## config.mk

```make
export PLATFORM = sky130hd
export DESIGN_NAME = length_prefixed_frame_receiver_core
export DESIGN_NICKNAME = d
export VERILOG_FILES = /design/src/rtl/core/lpfr_pkg.sv /design/src/rtl/core/lpfr_parse.sv /design/src/rtl/core/lpfr_skid.sv /design/src/rtl/core/length_prefixed_frame_receiver_core.sv
export SDC_FILE = /design/constraint.sdc
export NUM_CORES = 1
export LEC_CHECK = 0
export BUFFER_PORTS_ARGS = -buffer_cell sky130_fd_sc_hd__buf_2
export CAP_MARGIN = 15
export CORE_UTILIZATION = 56
export DETAILED_ROUTE_END_ITERATION = 6
export HOLD_SLACK_MARGIN = 0.1
export PLACE_DENSITY_LB_ADDON = 0.2
export SLEW_MARGIN = 20
export SYNTH_ARGS = -nofsm -noshare
export SYNTH_HDL_FRONTEND = slang
export SYNTH_SLANG_ARGS = --single-unit
```

## constraint.sdc

```tcl
create_clock -name clk -period 5.3 [get_ports clk]
set_input_delay 0.53 -clock clk [delete_from_list [all_inputs] [get_ports clk]]
set_output_delay 0.53 -clock clk [all_outputs]
set_load 0.05 [all_outputs]
```

## src/rtl/core/lpfr_pkg.sv

```systemverilog
// ----------------------------------------------------------------------------
// lpfr_pkg
// Types and constants shared by the length-prefixed frame receiver core.
// ----------------------------------------------------------------------------
package lpfr_pkg;

    // operation codes of an input item
    typedef enum logic [1:0] {
        OP_BYTE    = 2'd0,
        OP_TICK    = 2'd1,
        OP_CONSUME = 2'd2,
        OP_READ    = 2'd3
    } lpfr_op_t;

    // configuration register indexes
    localparam int unsigned CFG_INDEX_W      = 1;
    localparam int unsigned CFG_DATA_W       = 16;
    localparam logic [CFG_INDEX_W-1:0] CFG_IDLE_TIMEOUT = 1'd0;
    localparam logic [CFG_INDEX_W-1:0] CFG_MAX_LENGTH   = 1'd1;

    localparam logic [15:0] IDLE_TIMEOUT_RESET = 16'd1000;
    localparam logic [7:0]  MAX_LENGTH_RESET   = 8'd200;

    // frame layout
    localparam logic [7:0]  HEADER_BYTES   = 8'd3;
    localparam logic [7:0]  POSITION_LIMIT = 8'd255;
    localparam logic [15:0] IDLE_TICKS_MAX = 16'hFFFF;

    typedef struct packed {
        lpfr_op_t    operation;
        logic [7:0]  rx_byte;
        logic [6:0]  read_index;
    } lpfr_in_t;

    typedef struct packed {
        logic        frame_ready;
        logic        frame_complete;
        logic [7:0]  axis_byte;
        logic [7:0]  command_byte;
        logic [7:0]  value_length;
        logic [7:0]  read_data;
    } lpfr_out_t;

    typedef struct packed {
        logic [15:0] idle_timeout;
        logic [7:0]  length_limit;
    } lpfr_cfg_t;

endpackage

```

## src/rtl/core/lpfr_parse.sv

```systemverilog
// ----------------------------------------------------------------------------
// lpfr_parse
// Frame parser state, value store and the first result register.
// ----------------------------------------------------------------------------
module lpfr_parse
    import lpfr_pkg::*;
#(
    parameter int unsigned VALUE_STORE_DEPTH = 128
)(
    input  logic       clk,
    input  logic       rst_n,
    input  lpfr_cfg_t  cfg,
    input  logic       in_valid,
    output logic       in_ready,
    input  lpfr_in_t   in_data,
    output logic       res_valid,
    input  logic       res_ready,
    output lpfr_out_t  res_data
);

    localparam int unsigned ADDR_W =
        (VALUE_STORE_DEPTH > 1) ? $clog2(VALUE_STORE_DEPTH) : 1;
    localparam logic [8:0] DEPTH_9 = 9'(VALUE_STORE_DEPTH);

    logic [7:0]  pos_reg,     pos_next;
    logic [7:0]  axis_reg,    axis_next;
    logic [7:0]  command_reg, command_next;
    logic [7:0]  length_reg,  length_next;
    logic        ready_reg,   ready_next;
    logic [15:0] idle_reg,    idle_next;
    logic        s1_valid_reg, s1_valid_next;

    // first result register
    logic        s1_complete_reg;
    logic        s1_hit_reg;
    logic        s1_ready_reg;
    logic [7:0]  s1_axis_reg;
    logic [7:0]  s1_command_reg;
    logic [7:0]  s1_length_reg;
    logic [7:0]  rd_data_reg;

    logic [7:0]  value_mem [VALUE_STORE_DEPTH];

    logic              accept;
    logic              complete;
    logic [7:0]        pos0;
    logic [7:0]        slot;
    logic [7:0]        pos_inc;
    logic [7:0]        count;
    logic              mem_we;
    logic [ADDR_W-1:0] wr_addr;
    logic [7:0]        idx8;
    logic [ADDR_W-1:0] rd_addr;
    logic              rd_hit;

    assign in_ready = !s1_valid_reg || res_ready;
    assign accept   = in_valid && in_ready;

    assign pos0    = (idle_reg >= cfg.idle_timeout) ? 8'd0 : pos_reg;
    assign slot    = pos0 - HEADER_BYTES;
    assign wr_addr = slot[ADDR_W-1:0];
    assign pos_inc = (pos0 < POSITION_LIMIT) ? pos0 + 8'd1 : POSITION_LIMIT;
    assign count   = pos_inc - HEADER_BYTES;
    assign idx8    = {1'b0, in_data.read_index};
    assign rd_addr = idx8[ADDR_W-1:0];
    assign rd_hit  = (in_data.operation == OP_READ) && ({1'b0, idx8} < DEPTH_9);

    always_comb
    begin
        pos_next     = pos_reg;
        axis_next    = axis_reg;
        command_next = command_reg;
        length_next  = length_reg;
        ready_next   = ready_reg;
        idle_next    = idle_reg;
        complete     = 1'b0;
        mem_we       = 1'b0;
        if (accept)
        begin
            case (in_data.operation)
                OP_BYTE:
                begin
                    idle_next = '0;
                    pos_next  = pos0;
                    if (!ready_reg)
                    begin
                        case (pos0)
                            8'd0:
                            begin
                                axis_next = in_data.rx_byte;
                                pos_next  = 8'd1;
                            end
                            8'd1:
                            begin
                                command_next = in_data.rx_byte;
                                pos_next     = 8'd2;
                            end
                            8'd2:
                            begin
                                length_next = in_data.rx_byte;
                                if (in_data.rx_byte > cfg.length_limit)
                                begin
                                    pos_next = 8'd0;
                                end
                                else if (in_data.rx_byte == 8'd0)
                                begin
                                    // empty frame ends on its length byte
                                    ready_next = 1'b1;
                                    complete   = 1'b1;
                                    pos_next   = 8'd0;
                                end
                                else
                                begin
                                    pos_next = HEADER_BYTES;
                                end
                            end
                            default:
                            begin
                                mem_we   = ({1'b0, slot} < DEPTH_9);
                                pos_next = pos_inc;
                                if ((count >= length_reg) || (pos_inc >= POSITION_LIMIT))
                                begin
                                    // oversized frames end without the ready flag
                                    if (({1'b0, length_reg} <= DEPTH_9) &&
                                        (count >= length_reg))
                                    begin
                                        ready_next = 1'b1;
                                        complete   = 1'b1;
                                    end
                                    pos_next = 8'd0;
                                end
                            end
                        endcase
                    end
                end
                OP_TICK:
                begin
                    if (idle_reg != IDLE_TICKS_MAX)
                    begin
                        idle_next = idle_reg + 16'd1;
                    end
                end
                OP_CONSUME:
                begin
                    ready_next = 1'b0;
                end
                default:
                begin
                end
            endcase
        end
    end

    always_comb
    begin
        s1_valid_next = s1_valid_reg;
        if (accept)
        begin
            s1_valid_next = 1'b1;
        end
        else if (res_ready)
        begin
            s1_valid_next = 1'b0;
        end
    end

    always_ff @(posedge clk or negedge rst_n)
    begin
        if (!rst_n)
        begin
            pos_reg      <= '0;
            axis_reg     <= '0;
            command_reg  <= '0;
            length_reg   <= '0;
            ready_reg    <= 1'b0;
            idle_reg     <= '0;
            s1_valid_reg <= 1'b0;
        end
        else
        begin
            pos_reg      <= pos_next;
            axis_reg     <= axis_next;
            command_reg  <= command_next;
            length_reg   <= length_next;
            ready_reg    <= ready_next;
            idle_reg     <= idle_next;
            s1_valid_reg <= s1_valid_next;
        end
    end

    always_ff @(posedge clk)
    begin
        if (accept)
        begin
            s1_complete_reg <= complete;
            s1_hit_reg      <= rd_hit;
            s1_ready_reg    <= ready_next;
            s1_axis_reg     <= axis_next;
            s1_command_reg  <= command_next;
            s1_length_reg   <= length_next;
        end
    end

    // value store, one write and one registered read port
    always_ff @(posedge clk)
    begin
        if (mem_we)
        begin
            value_mem[wr_addr] <= in_data.rx_byte;
        end
        if (accept && rd_hit)
        begin
            rd_data_reg <= value_mem[rd_addr];
        end
    end

    assign res_valid               = s1_valid_reg;
    assign res_data.frame_ready    = s1_ready_reg;
    assign res_data.frame_complete = s1_complete_reg;
    assign res_data.axis_byte      = s1_axis_reg;
    assign res_data.command_byte   = s1_command_reg;
    assign res_data.value_length   = s1_length_reg;
    assign res_data.read_data      = s1_hit_reg ? rd_data_reg : 8'd0;

endmodule

```

## src/rtl/core/lpfr_skid.sv

```systemverilog
// ----------------------------------------------------------------------------
// lpfr_skid
// Output register with a skid entry; upstream ready comes from a flop.
// ----------------------------------------------------------------------------
module lpfr_skid
    import lpfr_pkg::*;
(
    input  logic       clk,
    input  logic       rst_n,
    input  logic       up_valid,
    output logic       up_ready,
    input  lpfr_out_t  up_data,
    output logic       out_valid,
    input  logic       out_ready,
    output lpfr_out_t  out_data
);

    logic      main_valid_reg, main_valid_next;
    logic      skid_valid_reg, skid_valid_next;
    lpfr_out_t main_reg,       main_next;
    lpfr_out_t skid_reg,       skid_next;

    assign up_ready  = !skid_valid_reg;
    assign out_valid = main_valid_reg;
    assign out_data  = main_reg;

    always_comb
    begin
        main_valid_next = main_valid_reg;
        skid_valid_next = skid_valid_reg;
        main_next       = main_reg;
        skid_next       = skid_reg;
        if (out_ready || !main_valid_reg)
        begin
            if (skid_valid_reg)
            begin
                main_next       = skid_reg;
                main_valid_next = 1'b1;
                skid_valid_next = 1'b0;
            end
            else
            begin
                main_next       = up_data;
                main_valid_next = up_valid;
            end
        end
        else if (up_valid && !skid_valid_reg)
        begin
            skid_next       = up_data;
            skid_valid_next = 1'b1;
        end
    end

    always_ff @(posedge clk or negedge rst_n)
    begin
        if (!rst_n)
        begin
            main_valid_reg <= 1'b0;
            skid_valid_reg <= 1'b0;
        end
        else
        begin
            main_valid_reg <= main_valid_next;
            skid_valid_reg <= skid_valid_next;
        end
    end

    always_ff @(posedge clk)
    begin
        main_reg <= main_next;
        skid_reg <= skid_next;
    end

endmodule

```

## src/rtl/core/length_prefixed_frame_receiver_core.sv

```systemverilog
// ----------------------------------------------------------------------------
// length_prefixed_frame_receiver_core
// Byte-stream frame parser with value store, tick timeout and read access.
// ----------------------------------------------------------------------------
// Takes one item per clock while in_ready is high: a received byte, an idle
// tick, a frame consume or a read of the value store, and returns one result
// per item, in order, via the first result register and the output register;
// the parser and the one-write one-read value store keep up with every item.
// in_ready comes from flops only, so a stalled output holds up the input
// after the skid entry and the first result register have filled. Frames are
// axis, command, length and then length value bytes; configuration writes on
// cfg_* take effect at the next edge and belong in idle periods.
// ----------------------------------------------------------------------------
module length_prefixed_frame_receiver_core
    import lpfr_pkg::*;
#(
    parameter int unsigned VALUE_STORE_DEPTH = 128
)(
    input  logic                   clk,
    input  logic                   rst_n,
    input  logic                   in_valid,
    output logic                   in_ready,
    input  lpfr_in_t               in_data,
    output logic                   out_valid,
    input  logic                   out_ready,
    output lpfr_out_t              out_data,
    input  logic                   cfg_write,
    input  logic [CFG_INDEX_W-1:0] cfg_index,
    input  logic [CFG_DATA_W-1:0]  cfg_data
);

    logic [15:0] idle_timeout_reg;
    logic [7:0]  max_length_reg;
    lpfr_cfg_t   cfg;

    // parser to output buffer
    logic        res_valid;
    logic        res_ready;
    lpfr_out_t   res_data;

    // configuration registers
    always_ff @(posedge clk or negedge rst_n)
    begin
        if (!rst_n)
        begin
            idle_timeout_reg <= IDLE_TIMEOUT_RESET;
            max_length_reg   <= MAX_LENGTH_RESET;
        end
        else if (cfg_write)
        begin
            case (cfg_index)
                CFG_IDLE_TIMEOUT: idle_timeout_reg <= cfg_data;
                CFG_MAX_LENGTH:   max_length_reg   <= cfg_data[7:0];
                default:
                begin
                end
            endcase
        end
    end

    assign cfg.idle_timeout = idle_timeout_reg;
    assign cfg.length_limit = max_length_reg;

    // parser, value store and first result register
    lpfr_parse #(
        .VALUE_STORE_DEPTH (VALUE_STORE_DEPTH)
    ) u_parse (
        .clk       (clk),
        .rst_n     (rst_n),
        .cfg       (cfg),
        .in_valid  (in_valid),
        .in_ready  (in_ready),
        .in_data   (in_data),
        .res_valid (res_valid),
        .res_ready (res_ready),
        .res_data  (res_data)
    );

    // output register plus skid entry
    lpfr_skid u_skid (
        .clk       (clk),
        .rst_n     (rst_n),
        .up_valid  (res_valid),
        .up_ready  (res_ready),
        .up_data   (res_data),
        .out_valid (out_valid),
        .out_ready (out_ready),
        .out_data  (out_data)
    );

`ifndef SYNTHESIS
    // a completed frame always leaves the ready flag set
    a_complete_sets_ready: assert property (@(posedge clk) disable iff (!rst_n)
        out_valid && out_data.frame_complete |-> out_data.frame_ready)
        else $error("frame_complete without frame_ready");

    // a flagged frame never claims more value bytes than the store holds
    a_complete_fits_store: assert property (@(posedge clk) disable iff (!rst_n)
        out_valid && out_data.frame_complete |->
            ({1'b0, out_data.value_length} <= 9'(VALUE_STORE_DEPTH)))
        else $error("flagged frame longer than value store");

    // with nothing waiting at the output the input side must be open
    a_empty_output_ready: assert property (@(posedge clk) disable iff (!rst_n)
        !out_valid |-> in_ready)
        else $error("input stalled while output is empty");
`endif

endmodule

```

# After elaboration in Yosys (flattened, before gate mapping)
# Memory sizes are Yosys's and may differ from the RTL's. A register that Yosys moved wholly into a read port is not among the register bits.
# Cells that the tools add are included.
[word_totals]
ff_bits = 171
ramBits = 1024
in_bits = 39
elab_cells = 119
mem_count = 1
[mem_list]
columns = ["memory", "words", "word_bits", "read_ports", "rd_ports_with_merged_regs", "write_ports", "line", "text"]
rows = [
  ["u_parse.value_mem", 128, 8, 1, 1, 1, "lpfr_parse.sv:42", "logic [7:0] value_mem [VALUE_STORE_DEPTH];"],
]
[op_classes]
n_addsub = 4
order_cmp = 8
n_eq_ne = 8
mux = 42
bitwise = 3
reduce_logical = 24
[ops]
columns = ["op", "count"]
rows = [
  ["$mux W8", 18],
  ["$mux W34", 1],
  ["$pmux W16 S2", 1],
  ["$pmux W8 S3", 1],
  ["$mux W1", 17],
  ["$add A16 B1 Y16 const B", 1],
  ["$ge A16 B16 Y1", 1],
  ["$logic_not A8 Y1", 2],
  ["$lt A8 B8 Y1 const B", 2],
  ["$mux W16", 1],
  ["$ne A16 B16 Y1 const B", 1],
  ["$sub A8 B2 Y8 const B", 2],
  ["$add A8 B1 Y8 const B", 1],
  ["$eq A8 B1 Y1 const B", 1],
  ["$eq A8 B2 Y1 const B", 1],
  ["$ge A8 B8 Y1", 1],
  ["$ge A8 B8 Y1 const B", 1],
  ["$gt A8 B8 Y1", 1],
  ["$le A8 B8 Y1 const B", 1],
  ["$lt A7 B8 Y1 const B", 1],
  ["$reduce_and A2 Y1", 4],
  ["$logic_and A1 B1 Y1", 5],
  ["$eq A2 B2 Y1 const B", 2],
  ["$pmux W1 S2", 2],
  ["other kinds (12)", 20],
]

# Logic depth before layout (Yosys ltp)
[depth]
word_depth = 13
depth_mapped = 28

# By module
# A second synthesis with hierarchy kept.
[hier_totals]
cells_unflattened = 2314
area_unflattened_um2 = 48504.0
[by_module_without_submodules]
columns = ["module", "instances", "cells_each", "area_each_um2"]
rows = [
  ["lpfr_parse", 1, 2148, 44876.8],
  ["lpfr_skid", 1, 114, 2671.3],
  ["length_prefixed_frame_receiver_core", 1, 52, 955.9],
]

# Worst setup path before layout
# No wires, ideal clock.
[synth_timing]
path_type = "flip-flop to flip-flop"
startpoint = "reg idle_timeout_reg[9]"
endpoint = "reg u_parse.pos_reg[2]"
setup_ns = 0.088
arrival_ns = 5.729
required_ns = 5.212
path_slack_ns = -0.517
stages_incl_launch_ff = 28
n_path_buf = 4
path_cell_list = "dfstp_2 -> inv_1 -> ha_1 -> a21oi_1 -> nor3_1 -> nor4_1 -> and2_1 -> clkbuf_1 -> buf_2 -> buf_2 -> nand2_1 -> inv_1 -> ha_1 -> clkbuf_1 -> xnor2_1 -> nand2_1 -> o21ai_0 -> a32oi_2 -> o41ai_1 -> o211ai_1 -> ha_1 -> nand4_1 -> a211oi_1 -> a221oi_1 -> inv_1 -> nand4bb_1 -> or4b_1 -> o211ai_1"
[synth_between]
elab_chain_len = 10
[synth_rtl]
columns = ["element", "line", "text"]
rows = [
  ["from (decl)", "length_prefixed_frame_receiver_core.sv:32", "logic [15:0] idle_timeout_reg;"],
  ["from (signal assigned)", "length_prefixed_frame_receiver_core.sv:52", "CFG_IDLE_TIMEOUT: idle_timeout_reg <= cfg_data;"],
  ["$ge A16 B16 Y1 (*)", "lpfr_parse.sv:59", "assign pos0 = (idle_reg >= cfg.idle_timeout) ? 8'd0 : pos_reg;"],
  ["$mux W8 (*)", "lpfr_parse.sv:59", ""],
  ["$add A8 B1 Y8 or $lt A8 B8 Y1 (tied branches)", "lpfr_parse.sv:62", "assign pos_inc = (pos0 < POSITION_LIMIT) ? pos0 + 8'd1 : POSITION_LIMIT;"],
  ["$mux W8", "lpfr_parse.sv:62", ""],
  ["$sub A8 B2 Y8", "lpfr_parse.sv:63", "assign count = pos_inc - HEADER_BYTES;"],
  ["$ge A8 B8 Y1", "lpfr_parse.sv:121", "if ((count >= length_reg) || (pos_inc >= POSITION_LIMIT))"],
  ["$logic_or A1 B1 Y1", "lpfr_parse.sv:121", ""],
  ["$mux W8", "lpfr_parse.sv:121", ""],
  ["$pmux W8 S3", "lpfr_parse.sv:87", "case (pos0)"],
  ["$mux W8 (*)", "lpfr_parse.sv:85", "if (!ready_reg)"],
  ["to (signal assigned)", "lpfr_parse.sv:181", "pos_reg <= pos_next;"],
  ["to (decl)", "lpfr_parse.sv:25", "logic [7:0] pos_reg, pos_next;"],
]
# Mark *: on every way between the ends. The rest lies on a longest branch, timed or not.
# A chain may end at the register's enable or synchronous reset.

# Worst setup path in the final report
[layout_timing]
startpoint = "reg u_parse.idle_reg[14]"
endpoint = "reg u_parse.pos_reg[2]"
[layout_between]
elab_chain_len = 10
[layout_rtl]
columns = ["element", "line", "text"]
rows = [
  ["from (decl)", "lpfr_parse.sv:30", "logic [15:0] idle_reg, idle_next;"],
  ["from (signal assigned)", "lpfr_parse.sv:186", "idle_reg <= idle_next;"],
  ["$ge A16 B16 Y1 (*)", "lpfr_parse.sv:59", ""],
  ["$mux W8 (*)", "lpfr_parse.sv:59", ""],
  ["$add A8 B1 Y8 or $lt A8 B8 Y1 (tied branches)", "lpfr_parse.sv:62", ""],
  ["$mux W8", "lpfr_parse.sv:62", ""],
  ["$sub A8 B2 Y8", "lpfr_parse.sv:63", ""],
  ["$ge A8 B8 Y1", "lpfr_parse.sv:121", ""],
  ["$logic_or A1 B1 Y1", "lpfr_parse.sv:121", ""],
  ["$mux W8", "lpfr_parse.sv:121", ""],
  ["$pmux W8 S3", "lpfr_parse.sv:87", ""],
  ["$mux W8 (*)", "lpfr_parse.sv:85", ""],
]
# Marks and branches as above.

==> metrics.txt <==
largest net degree at the start of global routing=95; drt first-iter violations=2537; final slew viol count=0; min cycle time layout=5.34 ns; Clock transition at path regs=0.06 ns; FILL cells=5427; Hold Fails Final Rpt=0; CORE AREA=84200 um2; sequential share of the synthesized area=74.6%; fin nets=2697; initial antenna violation count=5; leakage power=18.2 nW; Mapped Nets=2401; vias per inst=6.19; Ys Warns=0; slowest cell delay on critical path=0.54 ns; CTS max path bufs=3; Netlist cell types=67; site row count=106; Slew @ Worst Pin=1.10 ns; Clk Latency, worst-skew pair=0.71 ns; htree depth=3; IO Pins=75; failing checks=setup timing; status=complete, but fails checks; Worst Path Required=5.91 ns; synthesized flop and latch total=1203; Final Cycle Share=101%; Async S/R FF share, synth=6.32%; gp weighted congestion=0.862; first drt pass iteration count=7; top post-synthesis cells by area=edfxtp_1 (71%), mux4_2 (15%), dfrtp_1 (3.5%); Synth top cells by count=edfxtp_1 (1127), mux4_2 (328), nor2_1 (166), nand2_1 (76); grt ovf=0; die height=295 um; vias in the first global route=24400; unrepaired setup endpoints after global routing=true; max_cap viols=0; Via Count=23900; WL final=105 mm; Die Span X=295 um; Post-synth EDFFs=1127; Die ar.=86700 um2; CTS Root Cell=clkbuf_16; TritonCTS Buffers=120; number of flip-flops in the largest register=1024; CP Cell Sequence=ha_4, nand4_1, a2111o_1, o32a_1, and2_4, nand2_4, inv_4, ha_4, buf_6, xnor2_4, nand2_1, o21ai_2, a32oi_4, o41ai_2, o211ai_1, ha_1, nand4_1, a211oi_2, buf_4, a221oi_4, inv_1, nand4bb_4, or4b_4, o211ai_1; placed inst area=50800 um2; critical path arrival=5.95 ns; Syn Std Cell Area=47900 um2; Worst Setup Start Kind=flop; synthesized area per cell=20.6 um2; share of cells above drive strength 1=32.8%; Most used DFF post-synth=edfxtp_1; # DRC=0; Mapped Cells=2326; pwr/cell area=398 nW/um2; final instance area=55000 um2; type of the most critical hold path=in -> reg; fmax=0.187 GHz; post-layout power=21.9 mW; area leader, netlist=edfxtp_1; Port Buffers=74; global-route wire length before repair=158 mm; DPL Wire Length=64.8 mm; antenna viol nets, final=0; critical path class=reg -> reg; top cell type's share of synthesized area=70.6%; Starting Density=56.9%; All-Layer GR Usage=25.0%; count of final setup violators=1; CP Capture Type=flop; Worst Skew=0.0215 ns; clk sinks=1203; Final Worst Setup Slack=-0.0382 ns; Rel. slew slack=26.8%; Peak VDD IR=301 uV; CTS tree=built; count leader, synth=edfxtp_1; wire length per cell=27.3 um; P&R area growth vs syn=14.8%; crit path max fanout=4; crit path max-delay cell type=or4b_4; Bufs and invs on worst path=4; cell family with most CP delay=compound AO/OA/AOI/OAI gates
worst reg2reg max path, delay by kind of cell, from the launching register on:
family | cells | cell delay (ns)
buffers and inverters | 4 | 0.42
AO/OA/AOI/OAI | 9 | 2.09
XOR/XNOR | 1 | 0.13
AND/OR/NAND/NOR | 7 | 1.39
flip-flops | 1 | 0.43
adder cells (fa/ha/maj) | 3 | 0.80
cell usage in the layout, fill, tap and decap left out, drive strengths merged, types with 24 or more instances in the layout:
| cell type | Yosys | routed |
|---|---|---|
| dfrtp | 67 | 67 |
| a21oi | 28 | 28 |
| mux2 | 67 | 67 |
| ha | 36 | 36 |
| buf | 54 | 273 |
| nor2 | 166 | 166 |
| nand2 | 76 | 76 |
| clkbuf | 63 | 151 |
| nand3 | 24 | 24 |
| o21ai | 41 | 41 |
| edfxtp | 1127 | 1127 |
| inv | 45 | 51 |
| mux4 | 328 | 328 |
| clkinv | 1 | 49 |
final cells by class:
class / instances / area, um2 / area share, %
Antenna cell: 1 / 2.50 / 0.00455
Clock buffer: 151 / 3150 / 5.72
Clock inverter: 71 / 603 / 1.10
Sequential cell: 1203 / 35800 / 65.0
Timing Repair Buffer: 291 / 2210 / 4.02
Multi-Input combinational cell: 960 / 11700 / 21.3
Tap cell: 1134 / 1420 / 2.58
Inverter: 46 / 178 / 0.323
cell families (layout without fill, tap and decap cells):
group                    after synthesis  in the layout  synth area share (%)
adder cells (fa/ha/maj)               36             36                 0.940
multiplexers                         412            412                  17.3
flip-flops                          1203           1203                  74.6
buffers and inverters                163            559                  1.45
other                                  0              1                     0
XOR/XNOR                              11             11                 0.201
AND/OR/NAND/NOR                      359            359                  3.47
AO/OA/AOI/OAI                        142            142                  1.98
stage by stage:
| step | TNS [ns] | std cells | setup WS (ns) | hold WS (ns) | utilization (%) |
|---|---|---|---|---|---|
| after detailed placement | 0 | 3601 | 0.0236 | 0.436 | 60.3 |
| final | -0.0382 | 3857 | -0.0382 | 0.225 | 65.3 |
| after global placement | 0 | 3601 | 0.145 | 0.434 | 60.3 |
| after CTS | -0.0155 | 3841 | -0.0155 | 0.191 | 65.0 |
| after floorplan | 0 | 2326 | 0.00347 | 0.234 | - |
| after global routing | -1.69 | 3857 | -0.277 | 0.203 | 65.3 |
path summary, 6_finish.rpt:
path / from / end / slack [ns] / cells past startpoint
setup / recovery: u_parse.idle_reg[14]$_DFFE_PN0P_ / u_parse.pos_reg[2]$_DFFE_PN0P_ / -0.04 / 24
hold / removal: in_data[10] / u_parse.value_mem[120][3]$_DFFE_PP_ / 0.22 / 1
setup reg to reg: u_parse.idle_reg[14]$_DFFE_PN0P_ / u_parse.pos_reg[2]$_DFFE_PN0P_ / -0.04 / 24
hold reg to reg: u_parse.s1_command_reg[3]$_DFFE_PP_ / u_skid.skid_reg[19]$_DFFE_PP_ / 0.45 / 0
max in group asynchronous: rst_n / u_parse.pos_reg[3]$_DFFE_PN0P_ / 4.35 / 2
min in group asynchronous: rst_n / max_length_reg[5]$_DFFE_PN0P_ / 0.42 / 2
repair_timing:
item	4_1_cts	5_1_grt
endpoints found under the setup margin	2	59
gates resized for setup	1	37
hold buffers	18	0
pin swaps	1	24
endpoints found under the hold margin	91	0
buffers inserted	0	15
power by group:
group	switching [mW]	total [mW]	internal (mW)
Clock	3.50	8.05	4.55
Combinational	1.74	2.90	1.16
Sequential	0.186	10.9	10.7
layer usage:
metal	routed length, um	up-vias	track usage [%]	part of all wire [%]
met1	42300	12600	35.3	40
met2	51700	946	39.8	49
met4	3370	4	8.65	3.2
met3	7820	188	4.76	7.4
met5	32	-	0	0.030
li1	-	10200	-	-
(Power assumes the default switching activity.)
